<file path="src/hw/rtl/lcar_pkg.sv">
// shared types, widths and codes for the load-cell converter reader
`timescale 1ns / 1ps

package lcar_pkg;

	localparam int DATA_BITS  = 24;
	localparam int DROP_BITS  = 6;
	localparam int CHANNELS   = 3;
	localparam int VAL_W      = 18;
	localparam int CNT_W      = 8;
	localparam int SUM_W      = VAL_W + CNT_W;
	localparam int BCNT_W     = 5;
	localparam int GAIN_W     = 2;
	localparam int DIV_CNT_W  = $clog2(SUM_W + 1);
	localparam int IN_DATA_W  = 24;
	localparam int OUT_DATA_W = 24;

	typedef enum logic [1:0] {
		KIND_TICK    = 2'd0,
		KIND_MEASURE = 2'd1,
		KIND_TARE    = 2'd2,
		KIND_LOAD    = 2'd3
	} kind_t;

	typedef enum logic [1:0] {
		REG_GAIN  = 2'd0,
		REG_AVG   = 2'd1,
		REG_PDOWN = 2'd2
	} reg_idx_t;

	typedef enum logic [2:0] {
		PH_IDLE      = 3'd0,
		PH_WAIT      = 3'd1,
		PH_BIT_HIGH  = 3'd2,
		PH_BIT_LOW   = 3'd3,
		PH_GAIN_HIGH = 3'd4,
		PH_GAIN_LOW  = 3'd5
	} phase_t;

	typedef enum logic [1:0] {
		CTL_IDLE = 2'd0,
		CTL_DIV  = 2'd1,
		CTL_FIN  = 2'd2
	} ctl_t;

	// divider request and status
	typedef struct packed {
		logic             start;
		logic [SUM_W-1:0] dividend;
		logic [CNT_W-1:0] divisor;
	} div_req_t;

	typedef struct packed {
		logic             done;
		logic [SUM_W-1:0] quotient;
	} div_rsp_t;

	// net value is divided by 4, 1 or 2 for the three gain settings
	function automatic logic [1:0] amp_shift(input logic [GAIN_W-1:0] g);
		logic [1:0] s;
		case (g)
			2'd0:    s = 2'd2;
			2'd1:    s = 2'd0;
			default: s = 2'd1;
		endcase
		return s;
	endfunction

endpackage

</file>
<file path="src/hw/rtl/lcar_div.sv">
// restoring serial divider, one quotient bit per cycle
`timescale 1ns / 1ps

module lcar_div (
	input  logic              clk,
	input  logic              arst_n,
	input  lcar_pkg::div_req_t req,
	output lcar_pkg::div_rsp_t rsp
);
	import lcar_pkg::*;

	logic                 busy_q;
	logic                 done_q;
	logic [DIV_CNT_W-1:0] cnt_q;
	logic [CNT_W-1:0]     rem_q;
	logic [CNT_W-1:0]     den_q;
	logic [SUM_W-1:0]     quo_q;
	logic [CNT_W:0]       trial;
	logic [CNT_W:0]       diff;
	logic                 ge;

	assign trial = {rem_q, quo_q[SUM_W-1]};
	assign ge    = trial >= {1'b0, den_q};
	assign diff  = trial - {1'b0, den_q};

	always_ff @(posedge clk or negedge arst_n) begin
		if (!arst_n) begin
			busy_q <= 1'b0;
			done_q <= 1'b0;
			cnt_q  <= '0;
		end else begin
			done_q <= 1'b0;
			if (req.start) begin
				busy_q <= 1'b1;
				cnt_q  <= '0;
			end else if (busy_q) begin
				cnt_q <= cnt_q + DIV_CNT_W'(1);
				if (cnt_q == DIV_CNT_W'(SUM_W - 1)) begin
					busy_q <= 1'b0;
					done_q <= 1'b1;
				end
			end
		end
	end

	always_ff @(posedge clk) begin
		if (req.start) begin
			quo_q <= req.dividend;
			den_q <= req.divisor;
			rem_q <= '0;
		end else if (busy_q) begin
			rem_q <= ge ? diff[CNT_W-1:0] : trial[CNT_W-1:0];
			quo_q <= {quo_q[SUM_W-2:0], ge};
		end
	end

	assign rsp.done     = done_q;
	assign rsp.quotient = quo_q;

endmodule

</file>
<file path="src/hw/rtl/load_cell_adc_reader.sv">
// load-cell converter reader: serial clock sequencer, averaging and tare
//
//  channel | handshake         | payload
//  s_      | s_tvalid/s_tready | tuser kind, tdata data_line/target_channel/offset_value
//  m_      | m_tvalid/m_tready | tdata clock_out/busy_res/result_valid/result_value,
//          |                   | tuser result_is_tare
//  cfg_    | cfg_valid/cfg_ready | cfg_index, cfg_data
//
// an ordinary tick goes from accept straight into the output register
// the tick that ends a measure or tare starts the serial divider, which produces
// one quotient bit per cycle; offset and scaling are applied as the result is loaded
// s_tready is low while the divider runs and while an item waits on a stalled m_tready
// reset clears the sequence, the offsets and the registers to their defaults
`timescale 1ns / 1ps

module load_cell_adc_reader (
	input  logic                            clk,
	input  logic                            arst_n,
	input  logic                            s_tvalid,
	output logic                            s_tready,
	// [0] data_line, [2:1] target_channel, [20:3] offset_value
	input  logic [lcar_pkg::IN_DATA_W-1:0]  s_tdata,
	// [1:0] kind
	input  logic [1:0]                      s_tuser,
	output logic                            m_tvalid,
	input  logic                            m_tready,
	// [0] clock_out, [1] busy_res, [2] result_valid, [20:3] result_value
	output logic [lcar_pkg::OUT_DATA_W-1:0] m_tdata,
	// [0] result_is_tare
	output logic                            m_tuser,
	input  logic                            cfg_valid,
	output logic                            cfg_ready,
	input  logic [1:0]                      cfg_index,
	input  logic [7:0]                      cfg_data
);
	import lcar_pkg::*;

	// configuration
	logic [GAIN_W-1:0] gain_q;
	logic [CNT_W-1:0]  avg_cnt_q;
	logic              pdown_q;

	// sequence state
	phase_t               phase_q, phase_n;
	logic [BCNT_W-1:0]    bcnt_q, bcnt_n;
	logic [DATA_BITS-1:0] shift_q, shift_n;
	logic [SUM_W-1:0]     sum_q, sum_n;
	logic [CNT_W-1:0]     conv_q, conv_n;
	logic                 tare_q, tare_n;
	logic [VAL_W-1:0]     offs_q [CHANNELS];

	// finish bookkeeping
	ctl_t              ctl_q, ctl_n;
	logic [GAIN_W-1:0] fin_gain_q;
	logic              fin_tare_q;

	// output register
	logic              m_valid_q;
	logic [OUT_DATA_W-1:0] m_data_q;
	logic              m_tare_q;

	logic              in_acc;
	logic              out_free;
	logic              fin;
	logic              clk_lvl;
	logic              busy_lvl;
	logic [CNT_W-1:0]  n_eff;
	logic [CNT_W-1:0]  conv_inc;
	logic [VAL_W-1:0]  conv_val;
	logic [VAL_W-1:0]  avg;
	logic [VAL_W-1:0]  off_sel;
	logic [VAL_W-1:0]  net;
	logic [VAL_W-1:0]  fin_value;
	logic              fin_load;
	kind_t             kind;
	logic              data_line;
	logic [1:0]        tchan;
	logic [VAL_W-1:0]  offv;
	div_req_t          dreq;
	div_rsp_t          drsp;

	assign kind      = kind_t'(s_tuser);
	assign data_line = s_tdata[0];
	assign tchan     = s_tdata[2:1];
	assign offv      = s_tdata[VAL_W+2:3];

	assign out_free  = !m_valid_q || m_tready;
	assign s_tready  = (ctl_q == CTL_IDLE) && out_free;
	assign in_acc    = s_tvalid && s_tready;
	assign cfg_ready = 1'b1;

	assign n_eff    = (avg_cnt_q == '0) ? CNT_W'(1) : avg_cnt_q;
	assign conv_inc = conv_q + CNT_W'(1);
	assign conv_val = VAL_W'(shift_q >> DROP_BITS);

	// one tick of the converter sequence
	always_comb begin
		phase_n = phase_q;
		bcnt_n  = bcnt_q;
		shift_n = shift_q;
		sum_n   = sum_q;
		conv_n  = conv_q;
		tare_n  = tare_q;
		fin     = 1'b0;
		if (pdown_q) begin
			phase_n = PH_IDLE;
			bcnt_n  = '0;
		end else begin
			case (phase_q)
				PH_IDLE: begin
					if (kind == KIND_MEASURE || kind == KIND_TARE) begin
						tare_n  = (kind == KIND_TARE);
						sum_n   = '0;
						conv_n  = '0;
						bcnt_n  = '0;
						shift_n = '0;
						phase_n = PH_WAIT;
					end
				end
				PH_WAIT: begin
					if (!data_line) begin
						bcnt_n  = '0;
						shift_n = '0;
						phase_n = PH_BIT_HIGH;
					end
				end
				PH_BIT_HIGH: phase_n = PH_BIT_LOW;
				PH_BIT_LOW: begin
					shift_n = {shift_q[DATA_BITS-2:0], data_line};
					if (bcnt_q == BCNT_W'(DATA_BITS - 1)) begin
						bcnt_n  = '0;
						phase_n = PH_GAIN_HIGH;
					end else begin
						bcnt_n  = bcnt_q + BCNT_W'(1);
						phase_n = PH_BIT_HIGH;
					end
				end
				PH_GAIN_HIGH: phase_n = PH_GAIN_LOW;
				PH_GAIN_LOW: begin
					if (bcnt_q < BCNT_W'(gain_q)) begin
						bcnt_n  = bcnt_q + BCNT_W'(1);
						phase_n = PH_GAIN_HIGH;
					end else begin
						bcnt_n = '0;
						sum_n  = sum_q + SUM_W'(conv_val);
						conv_n = conv_inc;
						if (conv_inc < n_eff) begin
							phase_n = PH_WAIT;
						end else begin
							fin     = 1'b1;
							tare_n  = 1'b0;
							phase_n = PH_IDLE;
						end
					end
				end
				default: phase_n = PH_IDLE;
			endcase
		end
		clk_lvl  = pdown_q || phase_n == PH_BIT_HIGH || phase_n == PH_GAIN_HIGH;
		busy_lvl = phase_n != PH_IDLE;
	end

	assign dreq.start    = in_acc && fin;
	assign dreq.dividend = sum_n;
	assign dreq.divisor  = n_eff;

	lcar_div u_div (
		.clk    (clk),
		.arst_n (arst_n),
		.req    (dreq),
		.rsp    (drsp)
	);

	// offset and scaling after the average is known
	assign avg       = drsp.quotient[VAL_W-1:0];
	assign off_sel   = offs_q[fin_gain_q];
	assign net       = (avg > off_sel) ? ((avg - off_sel) >> amp_shift(fin_gain_q)) : '0;
	assign fin_value = fin_tare_q ? avg : net;
	assign fin_load  = (ctl_q == CTL_FIN) && out_free;

	always_comb begin
		ctl_n = ctl_q;
		case (ctl_q)
			CTL_IDLE: if (dreq.start) ctl_n = CTL_DIV;
			CTL_DIV:  if (drsp.done) ctl_n = CTL_FIN;
			CTL_FIN:  if (out_free) ctl_n = CTL_IDLE;
			default:  ctl_n = CTL_IDLE;
		endcase
	end

	always_ff @(posedge clk or negedge arst_n) begin
		if (!arst_n) begin
			ctl_q <= CTL_IDLE;
		end else begin
			ctl_q <= ctl_n;
		end
	end

	always_ff @(posedge clk or negedge arst_n) begin
		if (!arst_n) begin
			gain_q    <= '0;
			avg_cnt_q <= CNT_W'(1);
			pdown_q   <= 1'b0;
		end else if (cfg_valid && cfg_ready) begin
			case (reg_idx_t'(cfg_index))
				REG_GAIN:  if (cfg_data[1:0] < 2'(CHANNELS)) gain_q <= cfg_data[1:0];
				REG_AVG:   avg_cnt_q <= cfg_data;
				REG_PDOWN: pdown_q <= cfg_data[0];
				default: ;
			endcase
		end
	end

	always_ff @(posedge clk or negedge arst_n) begin
		if (!arst_n) begin
			phase_q <= PH_IDLE;
			bcnt_q  <= '0;
			shift_q <= '0;
			sum_q   <= '0;
			conv_q  <= '0;
			tare_q  <= 1'b0;
			for (int i = 0; i < CHANNELS; i++) offs_q[i] <= '0;
		end else begin
			if (in_acc) begin
				phase_q <= phase_n;
				bcnt_q  <= bcnt_n;
				shift_q <= shift_n;
				sum_q   <= sum_n;
				conv_q  <= conv_n;
				tare_q  <= tare_n;
				if (!pdown_q && kind == KIND_LOAD && tchan < 2'(CHANNELS))
					offs_q[tchan] <= offv;
			end
			if (fin_load && fin_tare_q)
				offs_q[fin_gain_q] <= avg;
		end
	end

	always_ff @(posedge clk) begin
		if (dreq.start) begin
			fin_gain_q <= gain_q;
			fin_tare_q <= tare_q;
		end
	end

	always_ff @(posedge clk or negedge arst_n) begin
		if (!arst_n) begin
			m_valid_q <= 1'b0;
		end else if (in_acc && !fin) begin
			m_valid_q <= 1'b1;
		end else if (fin_load) begin
			m_valid_q <= 1'b1;
		end else if (m_tready) begin
			m_valid_q <= 1'b0;
		end
	end

	// a finishing tick always leaves the clock low and the sequence idle
	always_ff @(posedge clk) begin
		if (in_acc && !fin) begin
			m_data_q <= OUT_DATA_W'({busy_lvl, clk_lvl});
			m_tare_q <= 1'b0;
		end else if (fin_load) begin
			m_data_q <= OUT_DATA_W'({fin_value, 1'b1, 1'b0, 1'b0});
			m_tare_q <= fin_tare_q;
		end
	end

	assign m_tvalid = m_valid_q;
	assign m_tdata  = m_data_q;
	assign m_tuser  = m_tare_q;

endmodule

</file>
<file path="config.mk">
export PLATFORM = sky130hd
export DESIGN_NAME = load_cell_adc_reader
export DESIGN_NICKNAME = d
export VERILOG_FILES = /design/src/hw/rtl/lcar_pkg.sv /design/src/hw/rtl/lcar_div.sv /design/src/hw/rtl/load_cell_adc_reader.sv
export SDC_FILE = /design/constraint.sdc
export NUM_CORES = 1
export LEC_CHECK = 0
export CAP_MARGIN = 10
export CORE_ASPECT_RATIO = 0.5
export CORE_MARGIN = 10
export CORE_UTILIZATION = 65
export DETAILED_ROUTE_END_ITERATION = 16
export DONT_BUFFER_PORTS = 1
export GPL_ROUTABILITY_DRIVEN = 0
export PLACE_DENSITY = 0.81
export SLEW_MARGIN = 10
export SYNTH_ARGS = -nofsm -noshare
export SYNTH_HDL_FRONTEND = slang
export SYNTH_HIERARCHICAL = 1
export SYNTH_SLANG_ARGS = --single-unit
</file>
<file path="constraint.sdc">
create_clock -name clk -period 9.85 [get_ports clk]
set_input_delay 0.985 -clock clk [delete_from_list [all_inputs] [get_ports clk]]
set_output_delay 0.985 -clock clk [all_outputs]
set_load 0.05 [all_outputs]
</file>
# --- After elaboration in Yosys (flattened, before gate mapping) ---
# Cells that the tools add are included.
classes:
  n_mux: 67
  magnitude_cmp: 10
  n_eq_ne: 26
  add_sub_neg: 6
  n_shift: 1
  n_bitwise: 3
  n_reduce_logical: 37
ops:
  columns: ["operator", "count"]
  rows:
  - ["two-way mux 54 bit", 3]
  - ["two-way mux 26 bit", 5]
  - ["bitwise mux 54 bit", 2]
  - ["two-way mux 18 bit", 6]
  - ["demux 18 bit (select 2 bit)", 2]
  - ["one-hot mux 24 bit (3 select lines)", 1]
  - ["one-hot mux 26 bit (2 select lines)", 1]
  - ["two-way mux 24 bit", 2]
  - ["binary-select mux 18 bit (select 2 bit)", 1]
  - ["two-way mux 5 bit", 7]
  - ["two-way mux 8 bit", 4]
  - ["adder 26 x 18 -> 26 bit", 1]
  - ["one-hot mux 5 bit (4 select lines)", 1]
  - ["greater-than comparator 18 bit", 1]
  - ["one-hot mux 3 bit (6 select lines)", 1]
  - ["right shift 18 x 2 -> 18 bit", 1]
  - ["subtractor 18 bit", 1]
  - ["two-way mux 1 bit", 17]
  - ["one-hot mux 8 bit (2 select lines)", 1]
  - ["two-way mux 3 bit", 5]
  - ["inequality test 2 bit (second input constant)", 6]
  - ["adder 5 x 1 -> 5 bit (second input constant)", 2]
  - ["== test 5 bit (second input constant)", 2]
  - ["logical AND 1 bit", 10]
  - ["other kinds (34)", 67]
word_totals:
  output_inout_bits: 28
  input_bits: 41
  regBits: 209

# --- Depth between registers and ports, before layout ---
# Gate-level depths: netlist (run 1).
depth:
  word_depth: 11
  mapped_depth: 17
  mapped_depth_nobuf: 15

# --- Modules after synthesis ---
# Netlist (run 1), hierarchy kept.
by_module_without_submodules:
  columns: ["module", "cells_each", "area_per_inst_um2", "n_inst"]
  rows:
  - ["load_cell_adc_reader", 1219, 10331.2, 1]
  - ["lcar_div", 205, 2527.4, 1]

# --- Least setup slack after synthesis (run 1) ---
# No wires, ideal clock.
synth_path:
  kind: "input -> register"
  start: "input port m_tready"
  end: "register u_div.quo_q[0], enable pin"
  n_path_buf: 3
  slack_ps: 4876
  arrival_time_ps: 4610
  cell_stages: 9
  cell_sequence: "nor2b_1 > nor3_1 > and2_1 > buf_1 > nand2_1 > nor2_1 > clkbuf_1 > clkbuf_1 > or2_2"
synth_rtl:
  columns: ["item", "line_no", "source"]
  rows:
  - ["start: declaration", "load_cell_adc_reader.sv:26", "input logic m_tready,"]
  - ["end signal: assignment", "lcar_div.sv:48", "quo_q <= req.dividend;"]
  - ["end signal: assignment", "lcar_div.sv:53", "quo_q <= {quo_q[SUM_W-2:0], ge};"]
  - ["end: declaration", "lcar_div.sv:17", "logic [SUM_W-1:0] quo_q;"]

==> impl_metrics.toml, run 1 <==
[run_status]
outcome = "finished clean"

[power]
cellLeakagePower_nw = 6.15
irDropWorstVdd_uv = 144
p_per_area_mw_per_mm2 = 161

[timing]
period_needed_ps = 4710
worstMarginPinSlew_ps = 1210
fin_skew_ps = 14.2
slew_violations = 0
setup_viol = 0
max_freq_ghz = 0.212
fin_crit_sh_pct = 47.8
grt_setup_unrepaired = "false"
final.setup.tns_ps = 0
finalHoldViolCount = 0
relSlewSlack_pct = 18.6

[clock_network]
clk_path_buf_depth = 3
clk_latency_ps = 520
holdBufCountCts = 0
cts_tree = "built"
cts.sinks = 209
cts_made_buffers = 21
clkSlewWorstSetupHoldPaths_ps = 60
post-cts-setup-buffers = 0
postCtsResizedCells = 0
root_buffer = "clkbuf_16"
cts_htree_levels = 1

[grt]
grt_max_degree = 143
grt_pass1_vias = 10100
groute.usage.overall_pct = 24.0
antenna_found_initial = 0
grt_pass1_wl_um = 52100
grt.overflow.total = 0

[drt]
drc = 0
postRouteAntennaNets = 0
drt_iter0_drc = 1048
wl_um = 32300
viasPerCell = 6.48
vias = 10700
drtPass1Iterations = 7
routedWlPerCell_um = 19.5

[yosys]
synth-main-ff-cell = "dfrtp_1"
synthArstFlopShare_pct = 67.9
synth_area_leader_cell = "dfrtp_1"
synth_edf_count = 39
ys_seq_area_share_pct = 41.1
synth.area.top_cells = "dfrtp_1 27%, edfxtp_1 9.1%, nand2_1 6.5%"
synth.top_cell.area_share_pct = 27.4
syn_avg_cell_area_um2 = 9.03
ys_seq_elements = 209
synthCells = 1424
ys_types = 83
synth_warnings = 6
synth.cell_area_mm2 = 0.0129

[placement]
dpl.hpwl_um = 22400
portBuffers = 0
placedCellCount = 1618

[setup_path]
worstReg2RegStart = "phase_q[1]$_DFFE_PN0P_"
r2r-end = "u_div/quo_q[11]$_DFFE_PP_"
crit_path_max_incr_delay_ps = 810
cp_slowest_cell = "and2_1"
r2r_setup_slack_ps = 5140
crit_fanout = 37
crit_type = "flip-flop to flip-flop"
crit_arrival_ps = 4860
crit_required_ps = 10000
worstPathCellList = "inv_1, nand3_1, nor2_1, and2_1, nand2_1, nor2_4, buf_4, or2_2"
r2r_cells = 8
endpoint_kind = "flip-flop"
startpoint = "phase_q[1]$_DFFE_PN0P_"
start_kind = "flip-flop"
crit_end = "u_div/quo_q[11]$_DFFE_PP_"

[final_layout]
fillers = 1490
final_common_cell = "nand2_1"
diodes = 0
mostFrequentLayoutCells = "222 x nand2_1, 141 x dfrtp_1, 126 x nor2_1"
area_growth_pct = 5.82
nets = 1477
drive_above_1_share_pct = 7.92
instances_no_fill = 1655

[die]
pin_count = 69
core-area_mm2 = 0.0195
die_y_um = 119
num_rows = 36
die_w_um = 219
start_util_pct = 66.1
dieArea_mm2 = 0.0261

[flow_run]
drv_cap = 0

[min_path]
hold_path.class = "input port to asynchronous set/reset pin"
## per-stage QoR
stage	cell area [um^2]	setup slack (ps)	utilization [%]	total power [mW]	hold slack, ps
2_1_floorplan	12900	4880	-	1.31	425
3_3_place_gp	12900	5180	66.4	1.37	437
3_5_place_dp	12900	5130	66.4	1.39	444
4_1_cts	13600	5230	69.9	2.19	156
5_1_grt	13600	4800	69.9	2.28	149
6_report	13600	5140	69.9	2.19	166
## synth_stat cells (4+ instances only)
cell type / count
buf_4: 9
a211oi_1: 7
edfxtp_1: 39
or2_2: 5
and2_1: 9
a21oi_1: 102
a31o_2: 4
a211o_1: 10
nand3b_1: 5
o21a_1: 7
a21o_1: 23
clkbuf_1: 59
and3_1: 10
xor2_1: 21
nor4_1: 5
nor2_1: 128
nand3_1: 62
dfrtp_1: 141
buf_2: 12
a32oi_1: 5
o211ai_1: 12
nand2b_1: 11
nor2b_1: 8
a22o_1: 26
o21ai_0: 88
mux2_2: 37
o21bai_1: 4
mux2i_1: 83
or3_1: 5
nor3_1: 10
ha_1: 58
a31oi_1: 21
o21ai_1: 5
inv_1: 36
nand2_1: 222
nand4_1: 7
dfxtp_1: 28
xnor2_1: 20
a311oi_1: 6
## final cells by class
| class | instances | area [um^2] | area share [%] |
|---|---|---|---|
| sequential | 209 | 5290 | 38.9 |
| inverter | 36 | 135 | 0.993 |
| tap | 266 | 333 | 2.45 |
| clock inverter | 4 | 48.8 | 0.359 |
| clock buffer | 33 | 632 | 4.64 |
| multi-input combinational | 1098 | 7100 | 52.2 |
| timing repair buffer | 9 | 67.6 | 0.497 |
## worst min path at each step
stage	start	to	slack, ps
5_1_grt	arst_n	offs_q[26]$_DFF_PN0_	150
3_5_place_dp	tare_q$_DFFE_PN0P_	fin_tare_q$_DFFE_PP_	440
3_3_place_gp	tare_q$_DFFE_PN0P_	fin_tare_q$_DFFE_PP_	440
6_report	arst_n	offs_q[26]$_DFF_PN0_	170
4_1_cts	arst_n	offs_q[26]$_DFF_PN0_	160
2_1_floorplan	tare_q$_DFFE_PN0P_	fin_tare_q$_DFFE_PP_	420
## cell families after synthesis
| group | Yosys count | share of synthesized area, % |
|---|---|---|
| AO/OA/AOI/OAI | 367 | 18.9 |
| XOR/XNOR | 41 | 2.79 |
| adder cells (fa/ha/maj) | 61 | 6.11 |
| buffers and inverters | 119 | 3.85 |
| flip-flops | 209 | 41.1 |
| multiplexers | 120 | 9.70 |
| other | 2 | 0.0584 |
| AND/OR/NAND/NOR | 505 | 17.5 |
## flip-flops by register name, summed over array words and instances (netlist names), 8 cells and up
name,count
offs_q,54
sum_q,26
u_div/quo_q,26
shift_q,24
m_tdata,21
avg_cnt_q,8
conv_q,8
u_div/den_q,8
u_div/rem_q,8
## critical path, delay by kind of cell, from the launching register on
family	cells	cell delay [ps]
buf+inv	2	680
flops	1	450
simple gates	6	3180
## report_power, final
part	leakage (nW)	switching (mW)	total (mW)	internal (mW)
clock network	0.334	0.337	0.804	0.467
logic	3.38	0.223	0.370	0.147
registers	2.44	0.0595	1.01	0.954
total	6.15	0.619	2.19	1.57
## routing by layer
layer  global-route usage, %  wire length (um)
met1                    29.9             13500
met2                    40.9             15500
met3                    5.43              2470
met4                    7.58               912
met5                       0                 0
Power figures use the tool's default switching activity.
==> inputs of run 2 (changes only) <==
- ABC_AREA: unset -> 1
- CORE_UTILIZATION: 65 -> 59
- PLACE_DENSITY: 0.81 -> 0.78
- clock period: 9.85 -> 4.1 ns (I/O delays scaled with it)
==> run 2 against run 1 <==
Against the previous run:
- largest power group unchanged
- first-iteration DRC count rose by 32%
- utilization down 4.6 points
- critical path type unchanged
- synthesized area grew 4.0%
- final area is 5.4% higher
- sequential cell count unchanged
- critical path depth up 7
==> impl_metrics.toml, run 2 <==
[drt]
routedWlPerCell_um = 16.3
drc = 0
drt_iter0_drc = 1384
wl_um = 34600
wl_met3_um = 2900
wl_met2_um = 15200
postRouteAntennaNets = 0
top_layer = "met4"
viasPerCell = 5.73
vias = 12200
wl_met1_um = 15900
drtPass1Iterations = 8

[final_layout]
top_regs = "offs_q x54, sum_q x26, u_div/quo_q x26"
top_register = "offs_q"
fillers = 1923
drive_above_1_share_pct = 5.81
final_common_cell = "nand2_1"
diodes = 0
mostFrequentLayoutCells = "489 x nand2_1, 244 x inv_1, 155 x nand3_1"
nets = 1911
instances_no_fill = 2123
largest_reg_flops = 54
area_growth_pct = 7.19
fin_area_mm2 = 0.0143

[setup_path]
worstReg2RegStart = "fin_gain_q[1]$_DFFE_PP_"
crit_fanout = 18
r2r_setup_slack_ps = 430
endpoint_kind = "flip-flop"
crit_required_ps = 4560
crit_arrival_ps = 4120
crit_type = "flip-flop to flip-flop"
r2r_cells = 15
r2r-end = "m_tdata[16]$_SDFFE_PP0P_"
start_kind = "flip-flop"

[yosys]
synth.cell_area_mm2 = 0.0134
ys_types = 57
synth.area.top_cells = "dfrtp_1 26%, nand2_1 14%, edfxtp_1 8.8%"
yosys-top-cells-count = "489 x nand2_1, 244 x inv_1, 155 x nand3_1, 141 x dfrtp_1, 132 x o21ai_0"
yosysMostFrequentCell = "nand2_1"
ys_seq_area_share_pct = 39.5
synthArstFlopShare_pct = 67.9
synth_area_leader_cell = "dfrtp_1"
synth-main-ff-cell = "dfrtp_1"
synthCells = 1829
synth_edf_count = 39
syn_avg_cell_area_um2 = 7.31
synth.top_cell.area_share_pct = 26.4
synth_warnings = 6
ys_seq_elements = 209

[clock_network]
cts.sinks = 209
cts_htree_levels = 1
cts_tree = "built"
clk_path_buf_depth = 3
cts_made_buffers = 21
clk_latency_ps = 510
clkSlewWorstSetupHoldPaths_ps = 60
post-cts-setup-buffers = 0
root_buffer = "clkbuf_16"

[placement]
portBuffers = 0
place_ws_ps = 427
dpl.hpwl_um = 25100
placedCellCount = 2084
place_area_mm2 = 0.0136

[grt]
antenna_found_initial = 0
grt_pass1_wl_um = 56900
grt_pass1_vias = 11100
grt_max_degree = 143
groute.usage.overall_pct = 23.2
grt.overflow.total = 0

[die]
num_rows = 38
start_util_pct = 60.9
core-area_mm2 = 0.0220
pin_count = 69
die_w_um = 233
dieArea_mm2 = 0.0295
die_y_um = 126

[timing]
whs_ps = 61.3
fin_crit_sh_pct = 89.4
fin_skew_ps = 10.6
max_freq_ghz = 0.273
worstMarginPinSlew_ps = 887
final.setup.tns_ps = 0
slew_violations = 0
grt_setup_unrepaired = "false"
setup_viol = 0
relSlewSlack_pct = 40.7
period_needed_ps = 3670
finalHoldViolCount = 0
fin_ws_ps = 433

[power]
cellLeakagePower_nw = 7.19
p_per_area_mw_per_mm2 = 528
irDropWorstVdd_uv = 272

[min_path]
holdPathStages = 2
hold_path.class = "input port to flip-flop"
min_from = "cfg_data[5]"
hold_path_end = "avg_cnt_q[5]$_DFFE_PN0P_"

[flow_run]
drv_cap = 0

[run_status]
outcome = "finished clean"
[run 2: cell types whose count changed in the layout (fill, tap and decap cells not counted), moves of 16 or more]
cell	change
a22o_1	-26
nand3_1	+93
xnor2_1	-16
o21ai_0	+44
a21o_1	-22
mux2_2	-37
a31oi_1	-19
nand2_1	+267
o211ai_1	+31
mux2i_1	-69
o22ai_1	+27
inv_1	+208
[run 2: worst max path at each step]
stage / endpoint / depth (start not counted) / slack, ps / start
after floorplan: u_div/quo_q[0]$_DFFE_PP_ / 9 / 140 / m_tvalid$_DFFE_PN0P_
final: m_tdata[16]$_SDFFE_PP0P_ / 15 / 430 / fin_gain_q[1]$_DFFE_PP_
after detailed placement: m_tdata[16]$_SDFFE_PP0P_ / 15 / 430 / fin_gain_q[1]$_DFFE_PP_
after global routing: m_tdata[17]$_SDFFE_PP0P_ / 17 / 80 / fin_gain_q[1]$_DFFE_PP_
after global placement: m_tdata[12]$_SDFFE_PP0P_ / 18 / 480 / fin_gain_q[1]$_DFFE_PP_
after CTS: m_tdata[16]$_SDFFE_PP0P_ / 15 / 400 / fin_gain_q[1]$_DFFE_PP_
[run 2: repair_timing]
item	4_1_cts	5_1_grt
hold buffers	2	0
setup endpoints to repair	0	3
endpoints found under the hold margin	142	0
resized for setup	0	1
[run 2: critical path, cell delays in order (launching register included)]
cell and delay, ps:
edfxtp_1 630, nor2_1 330, clkinvlp_4 430, o22ai_1 320
a21oi_1 90, ha_1 440, nand2_1 130, nor3_1 280
nand4_1 120, nand3_1 170, nand3_2 180, inv_1 210
nand4_1 110, nand2_1 80, nand2_1 50, inv_1 50
[run 2: per-layer routing]
metal	global-route usage (%)	up-vias
met5	0	-
met4	5.28	0
met3	4.01	54
met2	35.8	435
met1	33.3	5667
li1	-	6001
[run 2: kinds of logic (layout without fill, tap and decap cells)]
logic type / Yosys count / in the layout / synth area share (%)
AO/OA/AOI/OAI: 355 / 355 / 15.1
XOR/XNOR: 12 / 12 / 0.786
adder cells (fa/ha/maj): 61 / 61 / 5.87
buffers and inverters: 325 / 317 / 9.61
flip-flops: 209 / 209 / 39.5
multiplexers: 14 / 14 / 1.05
other: 2 / 4 / 0.0561
AND/OR/NAND/NOR: 851 / 851 / 28.1
[run 2: area by class of cell]
| cell class | instances | area, um^2 | area share [%] |
|---|---|---|---|
| inverter | 260 | 982 | 6.85 |
| timing repair buffer | 20 | 173 | 1.20 |
| tap | 300 | 375 | 2.62 |
| multi-input combinational | 1297 | 6830 | 47.6 |
| clock buffer | 24 | 547 | 3.81 |
| sequential | 209 | 5290 | 36.9 |
| clock inverter | 13 | 146 | 1.02 |
[run 2: metrics by stage]
stage / utilization (%) / power [mW]
floorplan: - / 4.86
global route: 65.3 / 8.09
detailed placement: 61.9 / 5.49
finish: 65.3 / 7.57
global placement: 61.9 / 5.44
CTS: 65.3 / 7.54
[run 2: report_power, final]
part	total [mW]	leakage [nW]	internal [mW]	switching, mW
Combinational	2.68	4.50	0.893	1.79
Sequential	2.89	2.36	2.54	0.342
Clock	2.00	0.340	1.15	0.852
Total	7.57	7.19	4.59	2.98
==> inputs of run 3 (changes only) <==
- clock period: 4.1 -> 3.25 ns (I/O delays scaled with it)
==> run 3 against run 2 <==
Against the previous run:
- the flow now finishes with violations (negative hold slack)
- sequential share of layout area shrank 1.1 points
- largest power group unchanged
- sequential cell count unchanged
- clock-buffer cell count is 7 higher
- first-iteration DRC count decreased by 21%
- setup slack lost 230 ps
- register-to-register slack worse by 230 ps
- die area did not move
- clock skew is 4.3 ps higher
- final cell count increased by 1.9%
- fmax is 20% higher
- non-clock buffer count grew 39
- final area up 3.0%
- critical endpoint is now m_tdata[7]$_SDFFE_PP0P_
==> impl_metrics.toml, run 3 (synthesis results as in run 2) <==
[drt]
vias = 12300
drc = 0
drtPass1Iterations = 6
wl_um = 35200
routedWlPerCell_um = 16.3
drt_iter0_drc = 1097
postRouteAntennaNets = 0
viasPerCell = 5.68

[clock_network]
cts_tree = "built"
root_buffer = "clkbuf_16"
clk_latency_ps = 520
clk_path_buf_depth = 3
cts.sinks = 209
cts_made_buffers = 21
cts_htree_levels = 1
holdBufCountCts = 25
clkSlewWorstSetupHoldPaths_ps = 60

[grt]
grt_pass1_vias = 11100
grt_max_degree = 143
antenna_found_initial = 0
grt.overflow.total = 0
groute.usage.overall_pct = 23.3
grt_pass1_wl_um = 57100

[timing]
fin_crit_sh_pct = 93.9
max_freq_ghz = 0.328
grt_setup_unrepaired = "true"
slew_violations = 0
worstMarginPinSlew_ps = 913
fin_ws_ps = 198
relSlewSlack_pct = 39.0
period_needed_ps = 3050
fin_skew_ps = 14.8
final.setup.tns_ps = 0
setup_viol = 0
whs_ps = -486
finalHoldViolCount = 142

[power]
power_frac_seq_pct = 38.0
p_per_area_mw_per_mm2 = 648
p_comb_share_pct = 35.9
internal_power_mw = 5.85
p_sw_share_pct = 38.9
cellLeakagePower_nw = 7.39
clockPowerShare_pct = 26.1
switchingPower_mw = 3.72
finalPower_mw = 9.57
irDropWorstVdd_uv = 322

[run_status]
violations = "negative hold slack"
outcome = "finished, violations left"

[die]
num_rows = 38
die_y_um = 126
core-area_mm2 = 0.0220
die_w_um = 233
start_util_pct = 60.9
pin_count = 69
dieArea_mm2 = 0.0295

[setup_path]
endpoint_kind = "flip-flop"
crit_type = "flip-flop to flip-flop"
worstPathCellList = "inv_1, nor2_1, clkinv_1, buf_4, o22ai_1, a21oi_1, ha_1, nand2_1, inv_1, nand2_1, nor3_1, nand4_1, nand3_1, nand3_2, nor3_1, nor2_1, nor2_1"
cpMostUsedCell = "nor2_1"
crit_path_max_incr_delay_ps = 440
cp_slowest_cell = "edfxtp_1"
crit_fanout = 18
crit_required_ps = 3700
start_kind = "flip-flop"
crit_arrival_ps = 3510

[final_layout]
diodes = 0
final_common_cell = "nand2_1"
fillers = 1890
instances_no_fill = 2163
mostFrequentLayoutCells = "489 x nand2_1, 241 x inv_1, 155 x nand3_1"
drive_above_1_share_pct = 6.98
nets = 1951
top_regs = "offs_q x54, sum_q x26, u_div/quo_q x26"
area_growth_pct = 10.4
top_register = "offs_q"
largest_reg_flops = 54

[flow_run]
drv_cap = 0

[placement]
dpl.hpwl_um = 25300
placedCellCount = 2094
place_ws_ps = 98.4
portBuffers = 0

[min_path]
hold_path.class = "input port to asynchronous set/reset pin"
run 3: cell count changes in the layout (fill, tap and decap cells not counted), moves of 3 or more:
| cell | delta |
|---|---|
| buf_6 | +3 |
| buf_4 | +10 |
| clkbuf_1 | +3 |
| buf_12 | +3 |
| dlygate4sd3_1 | +24 |
| inv_1 | -3 |
| clkbuf_8 | +4 |
run 3: cell type report:
type	count	area, um^2	share of cell area [%]
tap	300	375	2.54
clock inverter	6	80.1	0.542
multi-input combinational	1298	6880	46.6
inverter	260	986	6.67
clock buffer	31	613	4.15
timing repair buffer	59	554	3.75
sequential	209	5290	35.8
run 3: routing by layer:
layer  GRT usage [%]  vias to the layer above  routed length, um
li1                -                     6094                  -
met1            33.4                     5709              16000
met2            36.9                      436              15600
met3            3.85                       48               2990
met4            4.18                        0                560
met5               0                        -                  0
run 3: what timing repair did:
item,4_1_cts,5_1_grt
hold endpoints to repair,181,142
setup buffers,0,6
gates resized for setup,0,12
endpoints found under the setup margin,0,76
run 3: power groups by stage:
stage	Clock (mW)	Combinational (mW)	Sequential [mW]
after CTS	2.53	3.37	3.63
after floorplan	0	2.62	3.52
after detailed placement	0	3.31	3.67
final	2.50	3.43	3.64
after global placement	0	3.24	3.66
after global routing	2.64	3.88	3.69
run 3: worst max-delay path: cells and delay by family (launching register included):
kind | cells | cell delay [ps]
compound gates | 2 | 250
fa+ha+maj | 1 | 380
buf+inv | 4 | 450
flops | 1 | 440
simple gates | 10 | 1470
run 3: worst paths after layout:
check | slack, ps | cells after the start | from | endpoint
worst max-delay path | 200 | 17 | fin_gain_q[0]$_DFFE_PP_ | m_tdata[7]$_SDFFE_PP0P_
min in group clk | 10 | 2 | s_tdata[13] | offs_q[46]$_DFF_PN0_
worst max register to register | 200 | 17 | fin_gain_q[0]$_DFFE_PP_ | m_tdata[7]$_SDFFE_PP0P_
worst min-delay path | -490 | 0 | arst_n | conv_q[5]$_DFFE_PN0P_
worst min register to register | 450 | 0 | avg_cnt_q[4]$_DFFE_PN0P_ | u_div/den_q[4]$_DFFE_PP_
max in group asynchronous | 3460 | 0 | arst_n | offs_q[46]$_DFF_PN0_
run 3: through the flow:
| stage | utilization (%) | area (um^2) |
|---|---|---|
| 5_1_grt | 67.2 | 14800 |
| 4_1_cts | 66.8 | 14700 |
| 2_1_floorplan | - | 13400 |
| 3_3_place_gp | 62.5 | 13700 |
| 6_report | 67.2 | 14800 |
| 3_5_place_dp | 62.5 | 13700 |
